File: src/design/scfla_pkg.sv
// Shared types, constants and the size-class lookup for the free-list allocator.
package scfla_pkg;

   localparam int MIN_SHIFT     = 6;
   localparam int MAX_SHIFT     = 12;
   localparam int NCLASSES      = MAX_SHIFT - MIN_SHIFT + 1;
   localparam int PAGE_BYTES    = 4096;
   localparam int ADDR_BITS     = 18;
   localparam int NBYTES_BITS   = 13;
   localparam int CPU_FIELD_BITS = 3;
   localparam int CLASS_BITS    = 4;
   localparam int PAGE_HI_BITS  = ADDR_BITS - MAX_SHIFT;
   localparam int CHUNK_RAW_BITS = ADDR_BITS - MIN_SHIFT;

   typedef logic [1:0] status_type;
   localparam status_type STATUS_OK       = 2'd0;
   localparam status_type STATUS_NOMEM    = 2'd1;
   localparam status_type STATUS_OVERSIZE = 2'd2;

   typedef logic cmd_type;
   localparam cmd_type CMD_ALLOC = 1'b0;
   localparam cmd_type CMD_FREE  = 1'b1;

   typedef logic [CLASS_BITS-1:0] class_type;

   typedef struct packed {
      logic [2:0]                pad;
      logic [ADDR_BITS-1:0]      page_addr;
      logic                      page_valid;
      logic [ADDR_BITS-1:0]      free_addr;
      logic [NBYTES_BITS-1:0]    nbytes;
      logic [CPU_FIELD_BITS-1:0] cpu;
   } req_data_type;

   typedef struct packed {
      logic                 pad;
      logic                 page_used;
      class_type            size_class;
      logic [ADDR_BITS-1:0] chunk_addr;
   } rsp_data_type;

   function automatic class_type class_of(input logic [6:0] units);
      class_type c;
      case (units) inside
         7'd0:           c = 4'd6;
         7'd1:           c = 4'd7;
         [7'd2:7'd3]:    c = 4'd8;
         [7'd4:7'd7]:    c = 4'd9;
         [7'd8:7'd15]:   c = 4'd10;
         [7'd16:7'd31]:  c = 4'd11;
         default:        c = 4'd12;
      endcase
      return c;
   endfunction

endpackage

File: src/design/scfla_seq.sv
// Request sequencer: head and link read-modify-write, page carving and result register.
module scfla_seq #(
   parameter int CPUS       = 8,
   parameter int HEAP_BYTES = 262144,
   localparam int NCHUNKS   = HEAP_BYTES >> scfla_pkg::MIN_SHIFT,
   localparam int IDX_BITS  = $clog2(NCHUNKS),
   localparam int LINK_BITS = IDX_BITS + 1,
   localparam int SLOTS     = CPUS * scfla_pkg::NCLASSES,
   localparam int SLOT_BITS = $clog2(SLOTS)
) (
   input  logic                   clock,
   input  logic                   reset,
   input  logic                   req_tvalid,
   output logic                   req_tready,
   input  scfla_pkg::req_data_type req_tdata,
   input  scfla_pkg::cmd_type     req_tuser,
   output logic                   rsp_tvalid,
   input  logic                   rsp_tready,
   output scfla_pkg::rsp_data_type rsp_tdata,
   output scfla_pkg::status_type  rsp_tuser,
   output logic [SLOT_BITS-1:0]   head_addr,
   output logic                   head_we,
   output logic [LINK_BITS-1:0]   head_wdata,
   input  logic [LINK_BITS-1:0]   head_rdata,
   output logic [IDX_BITS-1:0]    link_addr,
   output logic                   link_we,
   output logic [LINK_BITS-1:0]   link_wdata,
   input  logic [LINK_BITS-1:0]   link_rdata
);

   import scfla_pkg::*;

   localparam int CPU_BITS = (CPUS > 1) ? $clog2(CPUS) : 1;

   typedef enum logic [2:0] {ST_CLEAR, ST_IDLE, ST_HEAD, ST_LINK, ST_CARVE} state_type;

   // wrap the raw chunk number into the heap by conditional subtraction
   function automatic logic [IDX_BITS-1:0] to_idx(input logic [CHUNK_RAW_BITS-1:0] raw);
      logic [CHUNK_RAW_BITS-1:0] rem;
      rem = raw;
      for (int k = CHUNK_RAW_BITS - MIN_SHIFT - 1; k >= 0; k--) begin
         if ((NCHUNKS << k) < (1 << CHUNK_RAW_BITS) &&
             rem >= CHUNK_RAW_BITS'(NCHUNKS << k)) begin
            rem = rem - CHUNK_RAW_BITS'(NCHUNKS << k);
         end
      end
      return IDX_BITS'(rem);
   endfunction

   function automatic logic [CPU_BITS-1:0] cpu_wrap(input logic [CPU_FIELD_BITS-1:0] cpu);
      logic [CPU_BITS-1:0] w;
      w = '0;
      for (int v = 0; v < (1 << CPU_FIELD_BITS); v++) begin
         if (cpu == CPU_FIELD_BITS'(v)) begin
            w = CPU_BITS'(v % CPUS);
         end
      end
      return w;
   endfunction

   function automatic logic [ADDR_BITS-1:0] to_addr(input logic [IDX_BITS-1:0] idx);
      return ADDR_BITS'({idx, {MIN_SHIFT{1'b0}}});
   endfunction

   state_type              state_ff, state_in;
   logic [SLOT_BITS-1:0]   clr_ff, clr_in;
   logic [SLOT_BITS-1:0]   slot_ff, slot_in;
   cmd_type                cmd_ff, cmd_in;
   class_type              cls_ff, cls_in;
   logic [IDX_BITS-1:0]    free_idx_ff, free_idx_in;
   logic [IDX_BITS-1:0]    top_ff, top_in;
   logic [IDX_BITS-1:0]    prev_ff, prev_in;
   logic                   pv_ff, pv_in;
   logic [PAGE_HI_BITS-1:0] page_hi_ff, page_hi_in;
   logic [6:0]             off_ff, off_in;
   logic                   pend_ff, pend_in;
   status_type             pstat_ff, pstat_in;
   logic [ADDR_BITS-1:0]   paddr_ff, paddr_in;
   class_type              pcls_ff, pcls_in;
   logic                   pused_ff, pused_in;
   logic                   rsp_valid_ff, rsp_valid_in;
   rsp_data_type           rsp_data_ff, rsp_data_in;
   status_type             rsp_stat_ff, rsp_stat_in;

   logic [CPU_BITS-1:0]    cpu_mod;
   class_type              req_cls;
   logic                   oversize;
   logic [SLOT_BITS-1:0]   req_slot;
   logic                   out_free;
   logic                   emit;
   logic                   accept;
   logic [6:0]             step;
   logic [6:0]             off_next;
   logic [IDX_BITS-1:0]    carve_idx;
   logic [LINK_BITS-1:0]   carve_link;
   logic [IDX_BITS-1:0]    head_top;

   assign cpu_mod   = cpu_wrap(req_tdata.cpu);
   assign req_cls   = class_of(req_tdata.nbytes[NBYTES_BITS-1:MIN_SHIFT]);
   assign oversize  = req_tdata.nbytes > NBYTES_BITS'(PAGE_BYTES);
   assign req_slot  = SLOT_BITS'(32'(cpu_mod) * NCLASSES + 32'(req_cls) - MIN_SHIFT);
   assign out_free  = !rsp_valid_ff || rsp_tready;
   assign emit      = pend_ff && out_free;
   assign req_tready = (state_ff == ST_IDLE) && (!pend_ff || out_free);
   assign accept    = req_tvalid && req_tready;
   assign step      = 7'd1 << 3'(cls_ff - CLASS_BITS'(MIN_SHIFT));
   assign off_next  = off_ff + step;
   assign carve_idx = to_idx({page_hi_ff, off_ff[5:0]});
   assign carve_link = (off_ff == 7'd0) ? '0 : LINK_BITS'(prev_ff) + LINK_BITS'(1);
   assign head_top  = IDX_BITS'(head_rdata - LINK_BITS'(1));

   always_comb begin
      state_in     = state_ff;
      clr_in       = clr_ff;
      slot_in      = slot_ff;
      cmd_in       = cmd_ff;
      cls_in       = cls_ff;
      free_idx_in  = free_idx_ff;
      top_in       = top_ff;
      prev_in      = prev_ff;
      pv_in        = pv_ff;
      page_hi_in   = page_hi_ff;
      off_in       = off_ff;
      pend_in      = pend_ff;
      pstat_in     = pstat_ff;
      paddr_in     = paddr_ff;
      pcls_in      = pcls_ff;
      pused_in     = pused_ff;
      rsp_valid_in = rsp_valid_ff;
      rsp_data_in  = rsp_data_ff;
      rsp_stat_in  = rsp_stat_ff;
      head_addr    = slot_ff;
      head_we      = 1'b0;
      head_wdata   = '0;
      link_addr    = free_idx_ff;
      link_we      = 1'b0;
      link_wdata   = '0;

      // drain pending result into the output register
      if (emit) begin
         rsp_valid_in           = 1'b1;
         rsp_data_in.pad        = 1'b0;
         rsp_data_in.page_used  = pused_ff;
         rsp_data_in.size_class = pcls_ff;
         rsp_data_in.chunk_addr = paddr_ff;
         rsp_stat_in            = pstat_ff;
         pend_in                = 1'b0;
      end else if (rsp_tready) begin
         rsp_valid_in = 1'b0;
      end

      unique case (state_ff)
         ST_CLEAR: begin
            head_addr = clr_ff;
            head_we   = 1'b1;
            clr_in    = clr_ff + SLOT_BITS'(1);
            if (clr_ff == SLOT_BITS'(SLOTS - 1)) begin
               state_in = ST_IDLE;
            end
         end
         ST_IDLE: begin
            head_addr = req_slot;
            if (accept) begin
               cmd_in      = req_tuser;
               slot_in     = req_slot;
               cls_in      = req_cls;
               free_idx_in = to_idx(req_tdata.free_addr[ADDR_BITS-1:MIN_SHIFT]);
               pv_in       = req_tdata.page_valid;
               page_hi_in  = req_tdata.page_addr[ADDR_BITS-1:MAX_SHIFT];
               off_in      = 7'd0;
               if (oversize) begin
                  pend_in  = 1'b1;
                  pstat_in = STATUS_OVERSIZE;
                  paddr_in = '0;
                  pcls_in  = CLASS_BITS'(MAX_SHIFT);
                  pused_in = 1'b0;
               end else begin
                  state_in = ST_HEAD;
               end
            end
         end
         ST_HEAD: begin
            if (cmd_ff == CMD_FREE) begin
               head_we    = 1'b1;
               head_wdata = LINK_BITS'(free_idx_ff) + LINK_BITS'(1);
               link_addr  = free_idx_ff;
               link_we    = 1'b1;
               link_wdata = head_rdata;
               pend_in    = 1'b1;
               pstat_in   = STATUS_OK;
               paddr_in   = '0;
               pcls_in    = cls_ff;
               pused_in   = 1'b0;
               state_in   = ST_IDLE;
            end else if (head_rdata != '0) begin
               link_addr = head_top;
               top_in    = head_top;
               state_in  = ST_LINK;
            end else if (!pv_ff) begin
               pend_in  = 1'b1;
               pstat_in = STATUS_NOMEM;
               paddr_in = '0;
               pcls_in  = cls_ff;
               pused_in = 1'b0;
               state_in = ST_IDLE;
            end else begin
               state_in = ST_CARVE;
            end
         end
         ST_LINK: begin
            head_we    = 1'b1;
            head_wdata = link_rdata;
            pend_in    = 1'b1;
            pstat_in   = STATUS_OK;
            paddr_in   = to_addr(top_ff);
            pcls_in    = cls_ff;
            pused_in   = 1'b0;
            state_in   = ST_IDLE;
         end
         ST_CARVE: begin
            link_addr  = carve_idx;
            link_we    = 1'b1;
            link_wdata = carve_link;
            prev_in    = carve_idx;
            off_in     = off_next;
            if (off_next[6]) begin
               head_we    = 1'b1;
               head_wdata = carve_link;
               pend_in    = 1'b1;
               pstat_in   = STATUS_OK;
               paddr_in   = to_addr(carve_idx);
               pcls_in    = cls_ff;
               pused_in   = 1'b1;
               state_in   = ST_IDLE;
            end
         end
         default: begin
            state_in = ST_CLEAR;
         end
      endcase
   end

   always_ff @(posedge clock) begin
      slot_ff     <= slot_in;
      cmd_ff      <= cmd_in;
      cls_ff      <= cls_in;
      free_idx_ff <= free_idx_in;
      top_ff      <= top_in;
      prev_ff     <= prev_in;
      pv_ff       <= pv_in;
      page_hi_ff  <= page_hi_in;
      off_ff      <= off_in;
      pstat_ff    <= pstat_in;
      paddr_ff    <= paddr_in;
      pcls_ff     <= pcls_in;
      pused_ff    <= pused_in;
      rsp_data_ff <= rsp_data_in;
      rsp_stat_ff <= rsp_stat_in;
      if (reset) begin
         state_ff     <= ST_CLEAR;
         clr_ff       <= '0;
         pend_ff      <= 1'b0;
         rsp_valid_ff <= 1'b0;
      end else begin
         state_ff     <= state_in;
         clr_ff       <= clr_in;
         pend_ff      <= pend_in;
         rsp_valid_ff <= rsp_valid_in;
      end
   end

   assign rsp_tvalid = rsp_valid_ff;
   assign rsp_tdata  = rsp_data_ff;
   assign rsp_tuser  = rsp_stat_ff;

endmodule

File: config.mk
export PLATFORM = sky130hd
export DESIGN_NAME = scfla_seq
export DESIGN_NICKNAME = d
export VERILOG_FILES = /design/src/design/scfla_pkg.sv /design/src/design/scfla_seq.sv
export SDC_FILE = /design/constraint.sdc
export NUM_CORES = 1
export LEC_CHECK = 0
export ABC_AREA = 1
export BUFFER_PORTS_ARGS = -buffer_cell sky130_fd_sc_hd__buf_2
export CAP_MARGIN = 20
export CELL_PAD_IN_SITES_DETAIL_PLACEMENT = 1
export CELL_PAD_IN_SITES_GLOBAL_PLACEMENT = 2
export CORE_ASPECT_RATIO = 0.7
export CORE_MARGIN = 10
export CORE_UTILIZATION = 32
export DETAILED_ROUTE_END_ITERATION = 16
export GPL_ROUTABILITY_DRIVEN = 1
export PLACE_DENSITY_LB_ADDON = 0.1
export REMOVE_ABC_BUFFERS = 1
export SLEW_MARGIN = 20
export SYNTH_ARGS = -nofsm -noshare
export SYNTH_HDL_FRONTEND = slang
export SYNTH_SLANG_ARGS = --single-unit
File: constraint.sdc
create_clock -name clock -period 4.5 [get_ports clock]
set_clock_uncertainty 0.15 [all_clocks]
set_input_delay 0 -clock clock [delete_from_list [all_inputs] [get_ports clock]]
set_output_delay 0 -clock clock [all_outputs]
set_load 0.02 [all_outputs]
==> impl_results.html <==
<table>
<tr><th>Metric</th><th>Value</th></tr>
<tr><th colspan="2">Status</th></tr>
<tr><td>Outcome</td><td>finished, final reports clean</td></tr>
<tr><th colspan="2">Placed design</th></tr>
<tr><td>Port Buffer Count</td><td>132</td></tr>
<tr><td>Number of cells after detailed placement</td><td>roughly 1000</td></tr>
<tr><td>HPWL after detailed placement</td><td>approximately 17 mm</td></tr>
<tr><td>Routability cong.</td><td>0.892</td></tr>
<tr><td>Worst-case setup slack after placement</td><td>roughly 1.2 ns</td></tr>
<tr><th colspan="2">Floorplan</th></tr>
<tr><td>Core area</td><td>around 0.019 sq mm</td></tr>
<tr><td>Die Span X</td><td>186 um</td></tr>
<tr><td>Core Rows</td><td>between 40 and 50</td></tr>
<tr><td>Initial core utilization</td><td>0.325</td></tr>
<tr><td>Die footprint</td><td>about 0.025 sq mm</td></tr>
<tr><td>I/O pin total</td><td>approximately 160</td></tr>
<tr><td>Chip height</td><td>around 140 um</td></tr>
<tr><th colspan="2">Timing</th></tr>
<tr><td>Minimum clock period after layout</td><td>~3.7 ns</td></tr>
<tr><td>Final slew viol count</td><td>0</td></tr>
<tr><td>Max_slew headroom</td><td>0.578</td></tr>
<tr><td>Final count of negative-setup-slack endpoints</td><td>0</td></tr>
<tr><td>Pin slew with the least headroom to its limit</td><td>0.633 ns</td></tr>
<tr><td>Final total negative setup slack</td><td>0 ns</td></tr>
<tr><td>Setup repair after global routing missed its margin</td><td>false</td></tr>
<tr><td>Final cycle utilization of the critical path</td><td>0.820</td></tr>
<tr><td>Setup slack of the critical path after layout</td><td>0.812 ns</td></tr>
<tr><td>Endpoints failing hold</td><td>0</td></tr>
<tr><td>Achievable Freq</td><td>0.271 GHz</td></tr>
<tr><th colspan="2">Run</th></tr>
<tr><td>Reported max-cap violation count</td><td>0</td></tr>
<tr><th colspan="2">Pwr</th></tr>
<tr><td>Leakage</td><td>3.43 nW</td></tr>
<tr><td>Worst vdd ir</td><td>0.172 mV</td></tr>
<tr><td>Final Total Pwr</td><td>2.12 mW</td></tr>
<tr><td>Cell Pwr Density</td><td>around 270 mW/mm^2</td></tr>
<tr><th colspan="2">Detailed routing</th></tr>
<tr><td>First-pass iteration count of the detailed router</td><td>4</td></tr>
<tr><td>First-iteration detailed-routing DRC count</td><td>240</td></tr>
<tr><td>Average wire per standard cell</td><td>19.4 um</td></tr>
<tr><td>Remaining number of nets flagged by the antenna check after routing</td><td>0</td></tr>
<tr><td>Count of unresolved DRC violations after routing</td><td>0</td></tr>
<tr><td>Final wirelength</td><td>between 20 and 25 mm</td></tr>
<tr><td>Average via count per standard cell</td><td>4.86</td></tr>
<tr><td>Vias</td><td>5368</td></tr>
<tr><th colspan="2">Worst setup path</th></tr>
<tr><td>Crit Path Max Fanout</td><td>5</td></tr>
<tr><td>Chain of cells forming the critical path</td><td>dlygate4sd3_1 &gt; buf_2 &gt; nor2_1 &gt; nand3_1 &gt; dlygate4sd3_1 &gt; a21oi_1 &gt; ha_1 &gt; inv_1 &gt; fa_1 &gt; inv_1 &gt; ha_1 &gt; a21o_1 &gt; a21oi_1 &gt; or2_2 &gt; nand3_1 &gt; o211ai_1 &gt; buf_2</td></tr>
<tr><td>Register-to-register setup slack</td><td>1.42 ns</td></tr>
<tr><td>Crit path largest cell delay</td><td>0.58 ns</td></tr>
<tr><td>Critical path arrival</td><td>3.54 ns</td></tr>
<tr><td>Cell with the largest stage delay on the worst path</td><td>dlygate4sd3_1</td></tr>
<tr><td>R2R Path End</td><td>paddr_ff[7]</td></tr>
<tr><td>Buf+Inv Stages, Crit Path</td><td>6</td></tr>
<tr><td>Kind of critical path</td><td>input port to output pin</td></tr>
<tr><td>Worst-case reg-to-reg path depth</td><td>15</td></tr>
<tr><td>Kind of start point of the critical path</td><td>input port</td></tr>
<tr><td>Critical path data required time</td><td>4.35 ns</td></tr>
<tr><td>R2R Path Start</td><td>cls_ff[2]</td></tr>
<tr><td>Cell family contributing the most delay on the critical path</td><td>buffers and inverters</td></tr>
<tr><td>Crit end category</td><td>output pin</td></tr>
<tr><th colspan="2">GRT</th></tr>
<tr><td>Largest net degree at the start of global routing</td><td>28</td></tr>
<tr><td>Overall fraction of global-route tracks in use</td><td>0.171</td></tr>
<tr><td>Number of global-route vias before repair</td><td>5595</td></tr>
<tr><td>Wire length of the first global-routing pass</td><td>32.4 mm</td></tr>
<tr><td>Initial antenna violation count</td><td>1</td></tr>
<tr><td>GRT overflow</td><td>0</td></tr>
<tr><th colspan="2">Layout</th></tr>
<tr><td>Non-Filler Instances</td><td>1105</td></tr>
<tr><td>Share of post-route cells with drive strength above 1</td><td>0.212</td></tr>
<tr><td>Nets</td><td>970</td></tr>
<tr><td>Synth-to-Final Area Change</td><td>26.3%</td></tr>
<tr><th colspan="2">Min path</th></tr>
<tr><td>Worst Hold Launch</td><td>req_tdata[13]</td></tr>
<tr><td>Hold-critical path depth</td><td>3</td></tr>
<tr><td>Hold EP</td><td>cls_ff[0]</td></tr>
<tr><td>Class of the most critical hold timing path</td><td>input port to register</td></tr>
<tr><th colspan="2">Synth</th></tr>
<tr><td>Area contributors post-synth</td><td>edfxtp_1 (48%), nand2_1 (8.4%), inv_1 (6.0%)</td></tr>
<tr><td>Mean instance size in the synthesized netlist</td><td>9.03 sq um</td></tr>
<tr><td>Count of yosys warnings during synthesis</td><td>0</td></tr>
<tr><td>Number of synthesized flops with an enable pin</td><td>a little under 100</td></tr>
<tr><td>Netlist cell types</td><td>43</td></tr>
<tr><td>Synth top area share</td><td>0.483</td></tr>
<tr><td>Number of synthesized register bits</td><td>110</td></tr>
<tr><td>Top cells by instance count after synthesis</td><td>nand2_1 (137), edfxtp_1 (99), inv_1 (98)</td></tr>
<tr><td>Most repeated cell in the gate-level netlist after synthesis</td><td>nand2_1</td></tr>
<tr><td>Most area-hungry cell type in the Yosys netlist</td><td>edfxtp_1</td></tr>
<tr><td>Sequential element share of the synthesized area</td><td>0.519</td></tr>
<tr><td>Post-synthesis instance total</td><td>681</td></tr>
<tr><td>Most used DFF post-synth</td><td>edfxtp_1</td></tr>
<tr><td>Post-synthesis cell area</td><td>0.00615 sq mm</td></tr>
<tr><td>Share of synthesized flip-flops with an asynchronous set or reset</td><td>0</td></tr>
<tr><th colspan="2">CTS</th></tr>
<tr><td>Clock transition at the register clock pins on the worst setup and hold paths after CTS</td><td>~0.080 ns</td></tr>
<tr><td>CTS Root Cell</td><td>clkbuf_16</td></tr>
<tr><td>Htree depth</td><td>3</td></tr>
<tr><td>Maximum root-to-sink buffer count</td><td>2</td></tr>
<tr><td>Number of gates resized after CTS</td><td>0</td></tr>
<tr><td>Number of CTS-inserted buffers</td><td>9</td></tr>
<tr><td>Setup Buffers After CTS</td><td>0</td></tr>
<tr><td>Clock latency on the worst-skew pair</td><td>0.37 ns</td></tr>
<tr><td>TritonCTS clock tree</td><td>yes</td></tr>
<tr><td>CTS sink cnt</td><td>between 100 and 150</td></tr>
</table>
cells in the final DEF, fill, tap and decap left out, types with 2 or more instances in the layout:
master         synthesis  layout
inv_1                 98      98
o21ai_0               38      38
a21oi_1               30      29
dfxtp_1               11      11
conb_1                 1       7
dlygate4sd3_1          0      39
xor2_1                14      14
a22oi_1                2       2
fa_1                   5       5
xnor2_1                2       2
o211ai_1              17      17
nor2_4                 4       4
nand3b_1               2       2
inv_8                  0       3
nand2_1              137     137
o22ai_1                4       4
inv_2                 10      10
o21bai_1               2       2
ha_1                  21      21
clkbuf_16              0       9
o31ai_1                2       2
nand3_1               56      56
buf_4                  9       5
edfxtp_1              99      99
nand4_1               10      10
nand2_4                2       2
nor2_2                 3       3
nand2_2                6       6
nor3_1                12      12
nor2_1                63      63
buf_2                  6     132
clkinv_4               0       2
cells by family after synthesis:
kind of cell,Yosys count,share of synthesized area
buf+inv,125,0.0842
compound gates,100,0.0948
fa+ha+maj,26,0.0590
simple gates,303,0.220
flops,110,0.519
xor+xnor,16,0.0228
other cells,1,0.000610
flip-flops by register name, summed over array words and instances, names as in the netlist, 2 cells and up:
| register | count |
|---|---|
| free_idx_ff | 12 |
| state_ff | 3 |
| pstat_ff | 2 |
| rsp_tdata | 17 |
| paddr_ff | 12 |
| slot_ff | 6 |
| clr_ff | 6 |
| top_ff | 12 |
| prev_ff | 12 |
| page_hi_ff | 6 |
| off_ff | 7 |
| cls_ff | 4 |
| pcls_ff | 4 |
| rsp_tuser | 2 |
timing repair:
| action | 4_1_cts | 5_1_grt |
|---|---|---|
| endpoints found under the setup margin | 0 | 0 |
| hold endpoints to repair | 44 | 0 |
| hold buffers | 39 | 0 |
worst max-delay path by stage:
stage / from / slack [ns] / endpoint / cells after the start
after floorplan: cls_ff[0] / 1.37 / paddr_ff[10] / 15
after global placement: req_tdata[0] / 1.30 / slot_ff[5] / 14
after detailed placement: req_tdata[0] / 1.16 / slot_ff[5] / 14
after CTS: req_tdata[12] / 0.82 / head_addr[5] / 17
after global routing: req_tdata[12] / 0.51 / head_addr[3] / 15
final: req_tdata[12] / 0.81 / head_addr[5] / 17
per-layer routing:
metal | global-route usage | part of all wire | vias to the layer above
met5 | 0 | 0 | -
met4 | 0.0402 | 0.012 | 0
met3 | 0.0376 | 0.056 | 13
met2 | 0.242 | 0.41 | 124
met1 | 0.255 | 0.52 | 2602
li1 | - | - | 2629
area by class of cell:
class                   count  area [sq um]
clock buffers               9           225
diodes                      1          2.50
well taps                 242           303
multi-input cells         452          2470
flip-flops and latches    110          3190
inverters                 108           405
fillers                  2267         11100
repair buffers            176          1090
clock inverters             7          83.8
worst min-delay path: cells and delay by family:
family / cells / cell delay (ns)
AO/OA/AOI/OAI: 2 / 0.25
buffers and inverters: 1 / 0.10
through the flow:
step	hold WS, ns	util	cell area, sq um
detailed placement	0.0290	0.374	7070
global placement	0.0269	0.374	7070
CTS	0.000814	0.411	7770
global route	0.0279	0.411	7770
floorplan	-0.0809	-	6060
finish	0.00914	0.411	7770
where the power goes:
| part | total, mW | internal [mW] | switching, mW |
|---|---|---|---|
| clock | 0.842 | 0.403 | 0.439 |
| sequential | 1.11 | 1.11 | 0.00203 |
| combinational | 0.168 | 0.0787 | 0.0894 |
Power figures use the tool's default switching activity.
